**config.mk**
```make
export PLATFORM = sky130hd
export DESIGN_NAME = stack_bytecode_executor_top_flat
export DESIGN_NICKNAME = d
export VERILOG_FILES = /design/src/hw/rtl/sbe_pkg.sv /design/src/hw/rtl/sbe_stream_if.sv /design/src/hw/rtl/stack_bytecode_executor_top.sv /design/src/hw/rtl/sbe_datapath.sv /design/src/hw/rtl/sbe_ctrl.sv /design/src/flat_wrapper.sv
export VERILOG_INCLUDE_DIRS = /design/src /design/src/hw/rtl
export SDC_FILE = /design/constraint.sdc
export NUM_CORES = 2
export LEC_CHECK = 0
export BUFFER_PORTS_ARGS = -buffer_cell sky130_fd_sc_hd__clkbuf_2
export CORE_ASPECT_RATIO = 1.2
export CORE_MARGIN = 2
export CORE_UTILIZATION = 50
export DETAILED_ROUTE_END_ITERATION = 10
export HOLD_SLACK_MARGIN = 0.06
export PLACE_DENSITY_LB_ADDON = 0.25
export SYNTH_ARGS = -nofsm -noshare
export SYNTH_HDL_FRONTEND = slang
export SYNTH_SLANG_ARGS = --single-unit
```
**constraint.sdc**
```tcl
create_clock -name clk -period 14.26 [get_ports clk]
set_input_delay 0 -clock clk [delete_from_list [all_inputs] [get_ports clk]]
set_output_delay 0 -clock clk [all_outputs]
set_load 0.1 [all_outputs]
```
**src/hw/rtl/stack_bytecode_executor_top_macros.svh**
```systemverilog
// Assertion macros shared by the stack bytecode executor modules
`ifndef STACK_BYTECODE_EXECUTOR_TOP_MACROS_SVH
`define STACK_BYTECODE_EXECUTOR_TOP_MACROS_SVH
`ifndef SYNTH
`define SBE_ASSERT_SAME(lbl, ante, cons, msg) \
	lbl: assert property (@(posedge clk) disable iff (!arst_n) (ante) |-> (cons)) \
		else $error(msg);
`define SBE_ASSERT_NEXT(lbl, ante, cons, msg) \
	lbl: assert property (@(posedge clk) disable iff (!arst_n) (ante) |=> (cons)) \
		else $error(msg);
`else
`define SBE_ASSERT_SAME(lbl, ante, cons, msg)
`define SBE_ASSERT_NEXT(lbl, ante, cons, msg)
`endif
`endif

```
**src/hw/rtl/sbe_pkg.sv**
```systemverilog
// Types, opcodes and controller/datapath structs for the stack bytecode executor
`timescale 1ns / 1ps
package sbe_pkg;

	typedef logic [7:0]         byte_t;
	typedef logic [31:0]        word_t;
	typedef logic signed [31:0] value_t;
	typedef logic [1:0]         status_t;

	localparam byte_t OP_ADD   = 8'd0;
	localparam byte_t OP_SUB   = 8'd1;
	localparam byte_t OP_MUL   = 8'd2;
	localparam byte_t OP_DIV   = 8'd3;
	localparam byte_t OP_MOD   = 8'd4;
	localparam byte_t OP_PUSH  = 8'd5;
	localparam byte_t OP_PRINT = 8'd6;

	localparam status_t ST_OK      = 2'd0;
	localparam status_t ST_UNDER   = 2'd1;
	localparam status_t ST_OVER    = 2'd2;
	localparam status_t ST_DIVZERO = 2'd3;

	localparam int DIV_STEPS = 32;
	localparam int DIV_CNT_W = $clog2(DIV_STEPS);

	typedef struct packed {
		logic    byte_ld;
		logic    imm_set;
		logic    imm_clr;
		logic    push_imm;
		logic    rd_en;
		logic    rd_second;
		logic    ld_right;
		logic    ld_left;
		logic    res_from_rd;
		logic    pop;
		logic    alu_exec;
		logic    div_init;
		logic    div_step;
		logic    div_fin;
		logic    wb;
		logic    emit_ld;
		logic    emit_zero;
		status_t emit_status;
	} sbe_cmd_t;

	typedef struct packed {
		byte_t code;
		logic  expect_imm;
		logic  cnt_zero;
		logic  cnt_lt2;
		logic  cnt_full;
		logic  right_zero;
		logic  out_free;
	} sbe_sts_t;

endpackage

```
**src/hw/rtl/sbe_stream_if.sv**
```systemverilog
// Valid/ready channel interfaces for bytecode input and print results
`timescale 1ns / 1ps
interface sbe_code_if import sbe_pkg::*; ();
	logic  valid;
	logic  ready;
	byte_t code_byte;

	modport source (output valid, output code_byte, input ready);
	modport sink (input valid, input code_byte, output ready);
endinterface

interface sbe_result_if import sbe_pkg::*; ();
	logic    valid;
	logic    ready;
	value_t  printed_value;
	status_t status;

	modport source (output valid, output printed_value, output status, input ready);
	modport sink (input valid, input printed_value, input status, output ready);
endinterface

```
**src/hw/rtl/stack_bytecode_executor_top.sv**
```systemverilog
// Stack bytecode executor top level: controller plus stack datapath.
// Push, unknown bytes and a stored immediate that fits go through decode to idle.
// Print reads and pops the top, then emits; add/sub/mul read both operands,
// execute and write back; div/mod first run the one-bit-per-cycle 32-step divider.
// A waiting result stalls only a later byte that itself produces a result.
// Reset clears stack count, push flag and output valid; stack words need no clear.
`timescale 1ns / 1ps
module stack_bytecode_executor_top import sbe_pkg::*; #(
	parameter int STACK_DEPTH = 64
) (
	input logic        clk,
	input logic        arst_n,
	sbe_code_if.sink   code,
	sbe_result_if.source result
);

	sbe_cmd_t cmd;
	sbe_sts_t sts;
	logic     ctrl_ready;
	logic     res_valid;
	value_t   res_value;
	status_t  res_status;

	sbe_ctrl u_ctrl (
		.clk        (clk),
		.arst_n     (arst_n),
		.code_valid (code.valid),
		.code_ready (ctrl_ready),
		.sts        (sts),
		.cmd        (cmd)
	);

	sbe_datapath #(
		.STACK_DEPTH (STACK_DEPTH)
	) u_datapath (
		.clk           (clk),
		.arst_n        (arst_n),
		.code_byte     (code.code_byte),
		.cmd           (cmd),
		.sts           (sts),
		.result_valid  (res_valid),
		.result_ready  (result.ready),
		.printed_value (res_value),
		.status        (res_status)
	);

	assign code.ready           = ctrl_ready;
	assign result.valid         = res_valid;
	assign result.printed_value = res_value;
	assign result.status        = res_status;

endmodule

```
**src/hw/rtl/sbe_datapath.sv**
```systemverilog
// Stack memory, count, operand registers, ALU, serial divider and output register
`timescale 1ns / 1ps
`include "stack_bytecode_executor_top_macros.svh"
module sbe_datapath import sbe_pkg::*; #(
	parameter int STACK_DEPTH = 64
) (
	input  logic     clk,
	input  logic     arst_n,
	input  byte_t    code_byte,
	input  sbe_cmd_t cmd,
	output sbe_sts_t sts,
	output logic     result_valid,
	input  logic     result_ready,
	output value_t   printed_value,
	output status_t  status
);

	localparam int CNT_W  = $clog2(STACK_DEPTH + 1);
	localparam int ADDR_W = $clog2(STACK_DEPTH);

	word_t              stack_mem [STACK_DEPTH];
	logic [CNT_W-1:0]   cnt_q;
	logic               expect_imm_q;
	byte_t              byte_q;
	word_t              rd_q;
	word_t              right_q;
	word_t              left_q;
	word_t              res_q;
	word_t              quo_q;
	word_t              rem_q;
	word_t              dvs_q;
	logic               out_valid_q;
	value_t             out_val_q;
	status_t            out_status_q;

	logic [CNT_W-1:0]   cnt_m1;
	logic [CNT_W-1:0]   cnt_m2;
	logic [ADDR_W-1:0]  rd_addr;
	logic [ADDR_W-1:0]  wr_addr;
	logic               wr_en;
	word_t              wr_data;
	logic [32:0]        div_shift;
	logic [32:0]        div_trial;
	word_t              mul_lo;

	assign cnt_m1  = cnt_q - CNT_W'(1);
	assign cnt_m2  = cnt_q - CNT_W'(2);
	assign rd_addr = cmd.rd_second ? cnt_m2[ADDR_W-1:0] : cnt_m1[ADDR_W-1:0];
	assign wr_en   = cmd.push_imm | cmd.wb;
	assign wr_addr = cmd.push_imm ? cnt_q[ADDR_W-1:0] : cnt_m2[ADDR_W-1:0];
	assign wr_data = cmd.push_imm ? {24'd0, byte_q} : res_q;

	always_ff @(posedge clk) begin
		if (wr_en)
			stack_mem[wr_addr] <= wr_data;
		if (cmd.rd_en)
			rd_q <= stack_mem[rd_addr];
	end

	always_ff @(posedge clk or negedge arst_n) begin
		if (!arst_n) begin
			cnt_q        <= '0;
			expect_imm_q <= 1'b0;
		end else begin
			if (cmd.push_imm)
				cnt_q <= cnt_q + CNT_W'(1);
			else if (cmd.wb || cmd.pop)
				cnt_q <= cnt_m1;
			if (cmd.imm_set)
				expect_imm_q <= 1'b1;
			else if (cmd.imm_clr)
				expect_imm_q <= 1'b0;
		end
	end

	// restoring divide on magnitudes, one quotient bit per step
	assign div_shift = {rem_q, quo_q[31]};
	assign div_trial = div_shift - {1'b0, dvs_q};
	assign mul_lo    = left_q * right_q;

	always_ff @(posedge clk) begin
		if (cmd.byte_ld)
			byte_q <= code_byte;
		if (cmd.ld_right)
			right_q <= rd_q;
		if (cmd.ld_left)
			left_q <= rd_q;
		if (cmd.res_from_rd) begin
			res_q <= rd_q;
		end else if (cmd.alu_exec) begin
			case (byte_q)
				OP_ADD:  res_q <= left_q + right_q;
				OP_SUB:  res_q <= left_q - right_q;
				OP_MUL:  res_q <= mul_lo;
				default: res_q <= res_q;
			endcase
		end else if (cmd.div_fin) begin
			if (byte_q == OP_DIV)
				res_q <= (left_q[31] ^ right_q[31]) ? (32'd0 - quo_q) : quo_q;
			else
				res_q <= left_q[31] ? (32'd0 - rem_q) : rem_q;
		end
		if (cmd.div_init) begin
			quo_q <= left_q[31] ? (32'd0 - left_q) : left_q;
			dvs_q <= right_q[31] ? (32'd0 - right_q) : right_q;
			rem_q <= '0;
		end else if (cmd.div_step) begin
			if (!div_trial[32]) begin
				rem_q <= div_trial[31:0];
				quo_q <= {quo_q[30:0], 1'b1};
			end else begin
				rem_q <= div_shift[31:0];
				quo_q <= {quo_q[30:0], 1'b0};
			end
		end
		if (cmd.emit_ld) begin
			out_val_q    <= cmd.emit_zero ? value_t'(0) : value_t'(res_q);
			out_status_q <= cmd.emit_status;
		end
	end

	always_ff @(posedge clk or negedge arst_n) begin
		if (!arst_n)
			out_valid_q <= 1'b0;
		else if (cmd.emit_ld)
			out_valid_q <= 1'b1;
		else if (result_ready)
			out_valid_q <= 1'b0;
	end

	assign result_valid  = out_valid_q;
	assign printed_value = out_val_q;
	assign status        = out_status_q;

	always_comb begin
		sts.code       = byte_q;
		sts.expect_imm = expect_imm_q;
		sts.cnt_zero   = (cnt_q == '0);
		sts.cnt_lt2    = (cnt_q < CNT_W'(2));
		sts.cnt_full   = (cnt_q == CNT_W'(STACK_DEPTH));
		sts.right_zero = (right_q == '0);
		sts.out_free   = !out_valid_q || result_ready;
	end

	`SBE_ASSERT_SAME(a_cnt_bound, 1'b1, cnt_q <= CNT_W'(STACK_DEPTH), "stack count past depth")
	`SBE_ASSERT_SAME(a_push_room, cmd.push_imm, cnt_q < CNT_W'(STACK_DEPTH), "push on full stack")
	`SBE_ASSERT_SAME(a_wb_operands, cmd.wb, cnt_q >= CNT_W'(2), "write-back without two operands")

endmodule

```
**src/hw/rtl/sbe_ctrl.sv**
```systemverilog
// Controller state machine: decodes bytecode and sequences the datapath
`timescale 1ns / 1ps
`include "stack_bytecode_executor_top_macros.svh"
module sbe_ctrl import sbe_pkg::*; (
	input  logic     clk,
	input  logic     arst_n,
	input  logic     code_valid,
	output logic     code_ready,
	input  sbe_sts_t sts,
	output sbe_cmd_t cmd
);

	localparam logic [3:0] S_IDLE     = 4'd0;
	localparam logic [3:0] S_DECODE   = 4'd1;
	localparam logic [3:0] S_PRINT_RD = 4'd2;
	localparam logic [3:0] S_RD_R     = 4'd3;
	localparam logic [3:0] S_RD_L     = 4'd4;
	localparam logic [3:0] S_EXEC     = 4'd5;
	localparam logic [3:0] S_DIV      = 4'd6;
	localparam logic [3:0] S_DIVFIN   = 4'd7;
	localparam logic [3:0] S_WB       = 4'd8;
	localparam logic [3:0] S_EMIT     = 4'd9;

	logic [3:0]           state_q;
	logic [3:0]           state_d;
	logic [DIV_CNT_W-1:0] div_cnt_q;
	logic [DIV_CNT_W-1:0] div_cnt_d;
	status_t              emit_status_q;
	status_t              emit_status_d;
	logic                 emit_zero_q;
	logic                 emit_zero_d;
	logic                 accept;
	logic                 is_arith;
	logic                 is_divmod;

	assign code_ready = (state_q == S_IDLE);
	assign accept     = code_valid && code_ready;
	assign is_arith   = (sts.code <= OP_MOD);
	assign is_divmod  = (sts.code == OP_DIV) || (sts.code == OP_MOD);

	always_comb begin
		state_d       = state_q;
		div_cnt_d     = div_cnt_q;
		emit_status_d = emit_status_q;
		emit_zero_d   = emit_zero_q;
		cmd           = '0;
		cmd.byte_ld   = accept;
		cmd.emit_zero   = emit_zero_q;
		cmd.emit_status = emit_status_q;
		case (state_q)
			S_IDLE: begin
				if (accept)
					state_d = S_DECODE;
			end
			S_DECODE: begin
				state_d = S_IDLE;
				if (sts.expect_imm) begin
					cmd.imm_clr = 1'b1;
					if (sts.cnt_full) begin
						emit_status_d = ST_OVER;
						emit_zero_d   = 1'b1;
						state_d       = S_EMIT;
					end else begin
						cmd.push_imm = 1'b1;
					end
				end else if (sts.code == OP_PUSH) begin
					cmd.imm_set = 1'b1;
				end else if (sts.code == OP_PRINT) begin
					if (sts.cnt_zero) begin
						emit_status_d = ST_UNDER;
						emit_zero_d   = 1'b1;
						state_d       = S_EMIT;
					end else begin
						cmd.rd_en = 1'b1;
						state_d   = S_PRINT_RD;
					end
				end else if (is_arith) begin
					if (sts.cnt_lt2) begin
						emit_status_d = ST_UNDER;
						emit_zero_d   = 1'b1;
						state_d       = S_EMIT;
					end else begin
						cmd.rd_en = 1'b1;
						state_d   = S_RD_R;
					end
				end
			end
			S_PRINT_RD: begin
				cmd.res_from_rd = 1'b1;
				cmd.pop         = 1'b1;
				emit_status_d   = ST_OK;
				emit_zero_d     = 1'b0;
				state_d         = S_EMIT;
			end
			S_RD_R: begin
				cmd.ld_right  = 1'b1;
				cmd.rd_en     = 1'b1;
				cmd.rd_second = 1'b1;
				state_d       = S_RD_L;
			end
			S_RD_L: begin
				cmd.ld_left = 1'b1;
				state_d     = S_EXEC;
			end
			S_EXEC: begin
				if (is_divmod && sts.right_zero) begin
					emit_status_d = ST_DIVZERO;
					emit_zero_d   = 1'b1;
					state_d       = S_EMIT;
				end else if (is_divmod) begin
					cmd.div_init = 1'b1;
					div_cnt_d    = '0;
					state_d      = S_DIV;
				end else begin
					cmd.alu_exec = 1'b1;
					state_d      = S_WB;
				end
			end
			S_DIV: begin
				cmd.div_step = 1'b1;
				div_cnt_d    = div_cnt_q + DIV_CNT_W'(1);
				if (div_cnt_q == DIV_CNT_W'(DIV_STEPS - 1))
					state_d = S_DIVFIN;
			end
			S_DIVFIN: begin
				cmd.div_fin = 1'b1;
				state_d     = S_WB;
			end
			S_WB: begin
				cmd.wb  = 1'b1;
				state_d = S_IDLE;
			end
			S_EMIT: begin
				// wait here while the previous result is still held
				if (sts.out_free) begin
					cmd.emit_ld = 1'b1;
					state_d     = S_IDLE;
				end
			end
			default: begin
				state_d = S_IDLE;
			end
		endcase
	end

	always_ff @(posedge clk or negedge arst_n) begin
		if (!arst_n) begin
			state_q       <= S_IDLE;
			div_cnt_q     <= '0;
			emit_status_q <= ST_OK;
			emit_zero_q   <= 1'b0;
		end else begin
			state_q       <= state_d;
			div_cnt_q     <= div_cnt_d;
			emit_status_q <= emit_status_d;
			emit_zero_q   <= emit_zero_d;
		end
	end

	`SBE_ASSERT_SAME(a_emit_free, cmd.emit_ld, sts.out_free, "result overwritten before taken")
	`SBE_ASSERT_NEXT(a_accept_decode, accept, state_q == S_DECODE, "accepted byte not decoded")
	`SBE_ASSERT_NEXT(a_divzero_emit, (state_q == S_EXEC) && is_divmod && sts.right_zero, (state_q == S_EMIT) && (emit_status_q == ST_DIVZERO), "zero divisor not reported")

endmodule

```
**src/flat_wrapper.sv**
```systemverilog
// flat-port wrapper written by rule: the top's interface ports become plain ports
module stack_bytecode_executor_top_flat import sbe_pkg::*;
#(
	parameter int STACK_DEPTH = 64
)
  (clk, arst_n, code_valid, code_code_byte, code_ready, result_valid, result_printed_value, result_status, result_ready);
  sbe_code_if code_i ();
  sbe_result_if result_i ();
  input logic clk;
  input logic arst_n;
  input wire logic [$bits(code_i.valid)-1:0] code_valid;
  input wire logic [$bits(code_i.code_byte)-1:0] code_code_byte;
  output wire logic [$bits(code_i.ready)-1:0] code_ready;
  output wire logic [$bits(result_i.valid)-1:0] result_valid;
  output wire logic [$bits(result_i.printed_value)-1:0] result_printed_value;
  output wire logic [$bits(result_i.status)-1:0] result_status;
  input wire logic [$bits(result_i.ready)-1:0] result_ready;
  assign code_i.valid = code_valid;
  assign code_i.code_byte = code_code_byte;
  assign code_ready = code_i.ready;
  assign result_valid = result_i.valid;
  assign result_printed_value = result_i.printed_value;
  assign result_status = result_i.status;
  assign result_i.ready = result_ready;
  stack_bytecode_executor_top #(.STACK_DEPTH(STACK_DEPTH)) u_core (.clk(clk), .arst_n(arst_n), .code(code_i), .result(result_i));
endmodule
```
Word-level counts from Yosys, hierarchy flattened --
Memories as Yosys holds them, arrays and structs flattened. A register that Yosys moved wholly into a read port is not among the register bits. Cells that the tools add are included.
Operators by class: add/subtract/negate cells 11, equality and inequality tests 29, $mul 1, bitwise gates (word level) 2, $lt $le $gt $ge 2, reductions and logical operators 21, mux-type cells 82
Operators with widths (number):
- two-way mux 32 bit | 11
- subtractor 1 x 32 -> 32 bit (first input constant) | 4
- one-hot mux 32 bit (3 select lines) | 1
- two-way mux 4 bit | 12
- one-hot mux 4 bit (9 select lines) | 1
- subtractor 33 x 32 -> 33 bit | 1
- adder 32 bit | 1
- logical NOT 32 bit | 1
- multiplier 32 x 32 -> 32 bit | 1
- two-way mux 1 bit | 32
- subtractor 32 bit | 1
- two-way mux 31 bit | 1
- two-way mux 2 bit | 13
- equality test 8 x 3 -> 1 bit (second input constant) | 3
- equality test 4 x 3 -> 1 bit (second input constant) | 4
- equality test 8 x 2 -> 1 bit (second input constant) | 2
- two-way mux 7 bit | 2
- two-way mux 6 bit | 2
- two-way mux 5 bit | 2
- one-hot mux 5 bit (2 select lines) | 1
- nonzero test 2 bit | 5
- equality test 4 x 2 -> 1 bit (second input constant) | 2
- equality test 4 bit (second input constant) | 2
- equality test 8 x 1 -> 1 bit (second input constant) | 1
- other kinds (32) | 42
Word-level totals: output and inout bits 36, memories kept 1, word-level logic and storage cells 166, bits in writable memories 2048, bits in registers 255
Memories:
- u_core.u_datapath.stack_mem | depth 64, width 32, rd ports 1, clocked after memory_dff 1, write ports 1, RTL line sbe_datapath.sv:21 | word_t stack_mem [STACK_DEPTH];

Logic depth before layout (Yosys ltp) --
word-level depth 7, mapped depth 28, mapped depth without buffers 25

Hierarchy --
Synthesis repeated with hierarchy kept, for this count alone.
Unflattened totals: cells, all modules 7042, area total of the unflattened synthesis 112683.1 µm²
Modules (own cells, without submodules):
- sbe_datapath | cells an instance 6926, area an instance 111715.9 µm², instances 1
- sbe_ctrl | cells an instance 116, area an instance 967.2 µm², instances 1

Worst setup path before layout --
No wires, ideal clock.
path kind register -> register, start point register u_core.u_datapath.left_q[16], end point register u_core.u_datapath.res_q[31], data pin, arrival 6.749 ns, period minus slack after synthesis 7.017 ns, stages on the path, launching flop included 25, library setup time 0.269 ns, path slack 7.243 ns, path through edfxtp_1 > clkbuf_1 > clkbuf_1 > and2_1 > fa_1 > fa_1 > fa_1 > inv_1 > fa_1 > inv_1 > fa_1 > fa_1 > fa_1 > fa_1 > ha_1 > clkbuf_1 > a21o_1 > a21o_1 > a21oi_1 > o21ai_0 > o2111ai_1 > a31oi_1 > xnor2_1 > a221oi_1 > o31ai_1
Between the ends: longest elaborated chain between the ends 4
Ends and longest elaborated chain:
- start: declaration | RTL line sbe_datapath.sv:27 | word_t left_q;
- start signal: assignment | RTL line sbe_datapath.sv:87 | left_q <= rd_q;
- multiplier 32 x 32 -> 32 bit (tied with other cells) | RTL line sbe_datapath.sv:79 | assign mul_lo = left_q * right_q;
- one-hot mux 32 bit (3 select lines) (*) | RTL line sbe_datapath.sv:91 | case (byte_q)
- two-way mux 32 bit (*) | RTL line sbe_datapath.sv:90 | end else if (cmd.alu_exec) begin
- two-way mux 32 bit (*) | RTL line sbe_datapath.sv:88 | if (cmd.res_from_rd) begin
- end signal: assignment | RTL line sbe_datapath.sv:89 | res_q <= rd_q;
- end signal: assignment | RTL line sbe_datapath.sv:92 | OP_ADD: res_q <= left_q + right_q;
- end signal: assignment | RTL line sbe_datapath.sv:93 | OP_SUB: res_q <= left_q - right_q;
- end: declaration | RTL line sbe_datapath.sv:28 | word_t res_q;
Mark *: on every way between the ends. The rest lies on a longest branch, timed or not. A chain may end at the register's enable or synchronous reset.

Final worst setup path --
start point register u_core.u_datapath.left_q[12], end point register u_core.u_datapath.res_q[31], data pin
Same word-level chain as after synthesis.

==> impl_results.md <==
- Number of antenna violations at the first check in global routing: 26
- Seq/Total Area, Yosys: 61.91%
- Synth Register Bits: 2,335
- Largest net degree at the start of global routing: 109
- Family with the most delay on the worst path: adder cells
- RSZ-0062 raised after global routing: false
- PortBufs: 47
- Clock power share: 29.4%
- Cts repair resizes: 0
- Clock Latency Late Sink: 0.91 ns
- CP peak stage delay: 1.06 ns
- Primary FF master, synth: edfxtp_1
- Worst Setup Start Kind: flop
- Max-slew headroom: 12.40%
- Crit path required time: 14.89 ns
- Setup TNS: 0 ns
- Internal Pwr Total: 13.90 mW
- Ports: 48
- Max cap viols: 0
- Cts hold-fix bufs: 22
- Syn_area_per_cell: 16.06 µm²
- Most common cell after layout, fill and taps aside: edfxtp_1
- Number of global-route vias before repair: 63,570
- Vias per cell: 6.119
- Worst Path Buf+Inv: 4
- Die height: 523.8 µm
- Fill cells: 17,330
- Logic gate share of total power: 33.1%
- Post-synthesis cell area: 112,600 µm²
- TritonRoute pass-1 iters: 6
- Row Count: 190
- Initial core utilization: 50.38%
- Peak Freq: 124.3 MHz
- Worst-path clk slew: 0.06 ns
- Psw: 6.287 mW
- Worst Hold Class: input pin to flop
- Post-synth ARST share: 0.8994%
- Synth Instances: 7,009
- Warnings from Yosys: 0
- Fin. max-slew vios: 0
- Avg WL per Cell: 29.55 µm
- Pwr Density: 161.9 nW/µm²
- Layout cells sized above 1: 17.13%
- GRT overflow: 0
- Sw frac: 31.14%
- Crit-path slowest cell: edfxtp_1
- Status: complete, no violations
- P_leak: 43.86 nW
- Final setup viols: 0
- Worst EP arrival: 8.67 ns
- Drc violations: 0
- GRT Util Overall: 26.57%
- Post-Syn Nets: 7,629
- Clk_skew: 0.08342 ns
- H-tree Lvls: 4
- Sequential power share: 37.5%
- Max VDD drop: 213.3 µV
- Max Buffers Root-to-Sink: 4
- CTS tree: done
- Final worst-path setup slack: 6.218 ns
- Worst slew pin tran: 1.314 ns
- Endpoint class of the critical path: flop
- Unique masters post-synth: 79
- Area Overhead vs Synth: 10.79%
- Total core area: 223,500 µm²
- Clock sinks: 2,335
- Final cycle utilization of the critical path: 56.40%
- Routed vias: 62,880
- Fin nets: 7,731
- Post-synth EDFFs: 2,282
- Pre-CTS setup slack: 6.319 ns
- Final Hold Fails: 0
- ANT nets after route: 0
- Die extent in x: 437.2 µm
- Clk root buf: clkbuf_16
- Most frequent cells in the layout: 2,282 x edfxtp_1, 541 x mux4_2, 524 x nand2_1
- Most used cell, CP: fa_1
- DRT iter0 DRCs: 7,264
- First-pass GRT wire length: 441.6 mm
- Crit Path Max Fanout: 24
- GPL Wtd Cong: 0.9252
- CP Cell Sequence: and2_1 > fa_1 > fa_1 > fa_1 > inv_1 > fa_1 > inv_1 > fa_1 > inv_1 > fa_1 > inv_1 > fa_1 > fa_1 > ha_1 > nand3_1 > nor2_1 > nand2_1 > a211oi_1 > o2111ai_1 > a31oi_1 > xnor2_1 > a221oi_1 > o31ai_1
- Num CTS Buffers: 226
- Crit Path Class: flop to flop
- Die footprint: 229,000 µm²
- Final HPWL DP: 191.0 mm
- Fin crit period: 8.042 ns
- Setup Buffers After CTS: 0
- Routed WL: 303.7 mm
-- metal layers --
layer	track usage, %	share of wire, %	vias to the layer above
li1	-	-	26540
met5	0	0.015	-
met2	43.88	49	2732
met1	35.13	38	33010
met4	12.61	5.2	8
met3	3.638	7.0	599
-- registers in the layout (all words and copies together), names as in the netlist, 2 cells and up --
signal	cells
u_core.u_datapath.right_q	32
u_core.u_datapath.cnt_q	7
u_core.u_datapath.byte_q	8
u_core.u_datapath.status	2
u_core.u_ctrl.emit_status_q	2
u_core.u_datapath.quo_q	32
u_core.u_datapath.stack_mem	2048
u_core.u_datapath.rd_q	32
u_core.u_datapath.rem_q	32
u_core.u_datapath.res_q	32
u_core.u_datapath.dvs_q	32
u_core.u_datapath.left_q	32
u_core.u_ctrl.state_q	4
u_core.u_ctrl.div_cnt_q	5
u_core.u_datapath.printed_value	32
-- Yosys cell counts (all sizes together) (6+ instances only) --
| master | instances | area (µm²) |
|---|---|---|
| dfxtp | 32 | 640.6 |
| o21ai | 174 | 870.8 |
| o31a | 6 | 52.55 |
| mux4 | 541 | 12180 |
| nor2 | 211 | 792.0 |
| or4 | 17 | 138.9 |
| a21oi | 153 | 765.7 |
| nor3 | 40 | 200.2 |
| o31ai | 45 | 356.6 |
| or2 | 15 | 93.84 |
| fa | 410 | 8208 |
| a31oi | 28 | 175.2 |
| nand2 | 531 | 1993 |
| o22ai | 11 | 68.82 |
| a21o | 23 | 172.7 |
| edfxtp | 2282 | 68530 |
| ha | 198 | 2477 |
| clkbuf | 265 | 994.7 |
| and3 | 12 | 75.07 |
| a211oi | 94 | 705.7 |
| dfrtp | 21 | 525.5 |
| nand4 | 13 | 81.33 |
| o41ai | 12 | 105.1 |
| o211ai | 28 | 210.2 |
| nand3b | 7 | 52.55 |
| mux2i | 252 | 2522 |
| nor3b | 8 | 60.06 |
| nand3 | 69 | 345.3 |
| buf | 128 | 568.1 |
| o2111ai | 9 | 78.83 |
| a32oi | 11 | 96.34 |
| a311oi | 33 | 289.0 |
| o21a | 27 | 202.7 |
| nand2b | 20 | 125.1 |
| nor4 | 17 | 106.4 |
| or3 | 39 | 254.0 |
| nor2b | 79 | 494.2 |
| and2 | 349 | 2183 |
| xnor2 | 165 | 1445 |
| inv | 446 | 1674 |
| xor2 | 124 | 1086 |
-- through the flow --
| stage | hold WS [ns] | instances | power (mW) | instance area, µm² | util, % |
|---|---|---|---|---|---|
| after global routing | 0.1505 | 10270 | 20.99 | 124700 | 55.80 |
| final | 0.1310 | 10280 | 20.19 | 124700 | 55.81 |
| after detailed placement | 0.04756 | 9837 | 14.41 | 117200 | 52.46 |
| after global placement | 0.04896 | 9837 | 14.37 | 117200 | 52.46 |
| after floorplan | -0.2956 | 7009 | 12.43 | 112600 | - |
| after CTS | 0.08784 | 10270 | 20.32 | 124700 | 55.80 |
-- worst register-to-register path: stages (launching register included) --
cell       delay (ns)
edfxtp_1         1.06
and2_1           0.30
fa_1             0.46
fa_1             0.49
fa_1             0.52
inv_1            0.05
fa_1             0.47
inv_1            0.05
fa_1             0.49
inv_1            0.05
fa_1             0.56
inv_1            0.06
fa_1             0.49
fa_1             0.42
ha_1             0.39
nand3_1          0.12
nor2_1           0.16
nand2_1          0.08
a211oi_1         0.50
o2111ai_1        0.30
a31oi_1          0.26
xnor2_1          0.11
a221oi_1         0.28
o31ai_1          0.11
-- layout make-up --
class                   count  area (µm²)  share of cell area, %
flip-flops and latches   2335       69690                  55.88
repair buffers            267        2014                  1.615
diodes                      9       22.52                0.01806
multi-input cells        3833       40350                  32.35
clock buffers             287        5976                  4.791
inverters                 448        1682                  1.348
well taps                2976        3724                  2.986
clock inverters           121        1260                  1.010
-- worst paths after layout --
path	startpoint	to	slack, ns	cells past startpoint
worst max-delay path	u_core.u_datapath.left_q[12]$_DFFE_PP_	u_core.u_datapath.res_q[31]$_DFFE_PP_	6.22	23
worst min-delay path	code_valid	u_core.u_ctrl.state_q[0]$_DFFE_PN0P_	0.13	4
worst max register to register	u_core.u_datapath.left_q[12]$_DFFE_PP_	u_core.u_datapath.res_q[31]$_DFFE_PP_	6.22	23
worst min register to register	u_core.u_datapath.rd_q[27]$_DFFE_PP_	u_core.u_datapath.left_q[27]$_DFFE_PP_	0.51	0
max in group asynchronous	arst_n	u_core.u_datapath.cnt_q[0]$_DFFE_PN0P_	13.66	4
min in group asynchronous	arst_n	u_core.u_ctrl.div_cnt_q[1]$_DFFE_PN0P_	0.41	4
-- cells by family (layout without fill, tap and decap cells) --
kind of cell,after synthesis,count (layout),share of synthesized area (%)
compound gates,702,702,4.062
fa+ha+maj,608,608,9.492
mux,795,795,13.08
xor+xnor,290,290,2.269
simple gates,1438,1438,6.302
other cells,0,9,0
buf+inv,841,1123,2.882
flops,2335,2335,61.91
-- power by group through the flow --
stage               combinational (mW)  sequential (mW)  clock [mW]
finish                            6.68             7.58        5.93
floorplan                         4.74             7.68           0
CTS                               6.72             7.58        6.01
detailed placement                6.69             7.72           0
global route                      7.15             7.58        6.26
global placement                  6.65             7.72           0
Note: power is estimated with default switching activity, not from simulation.
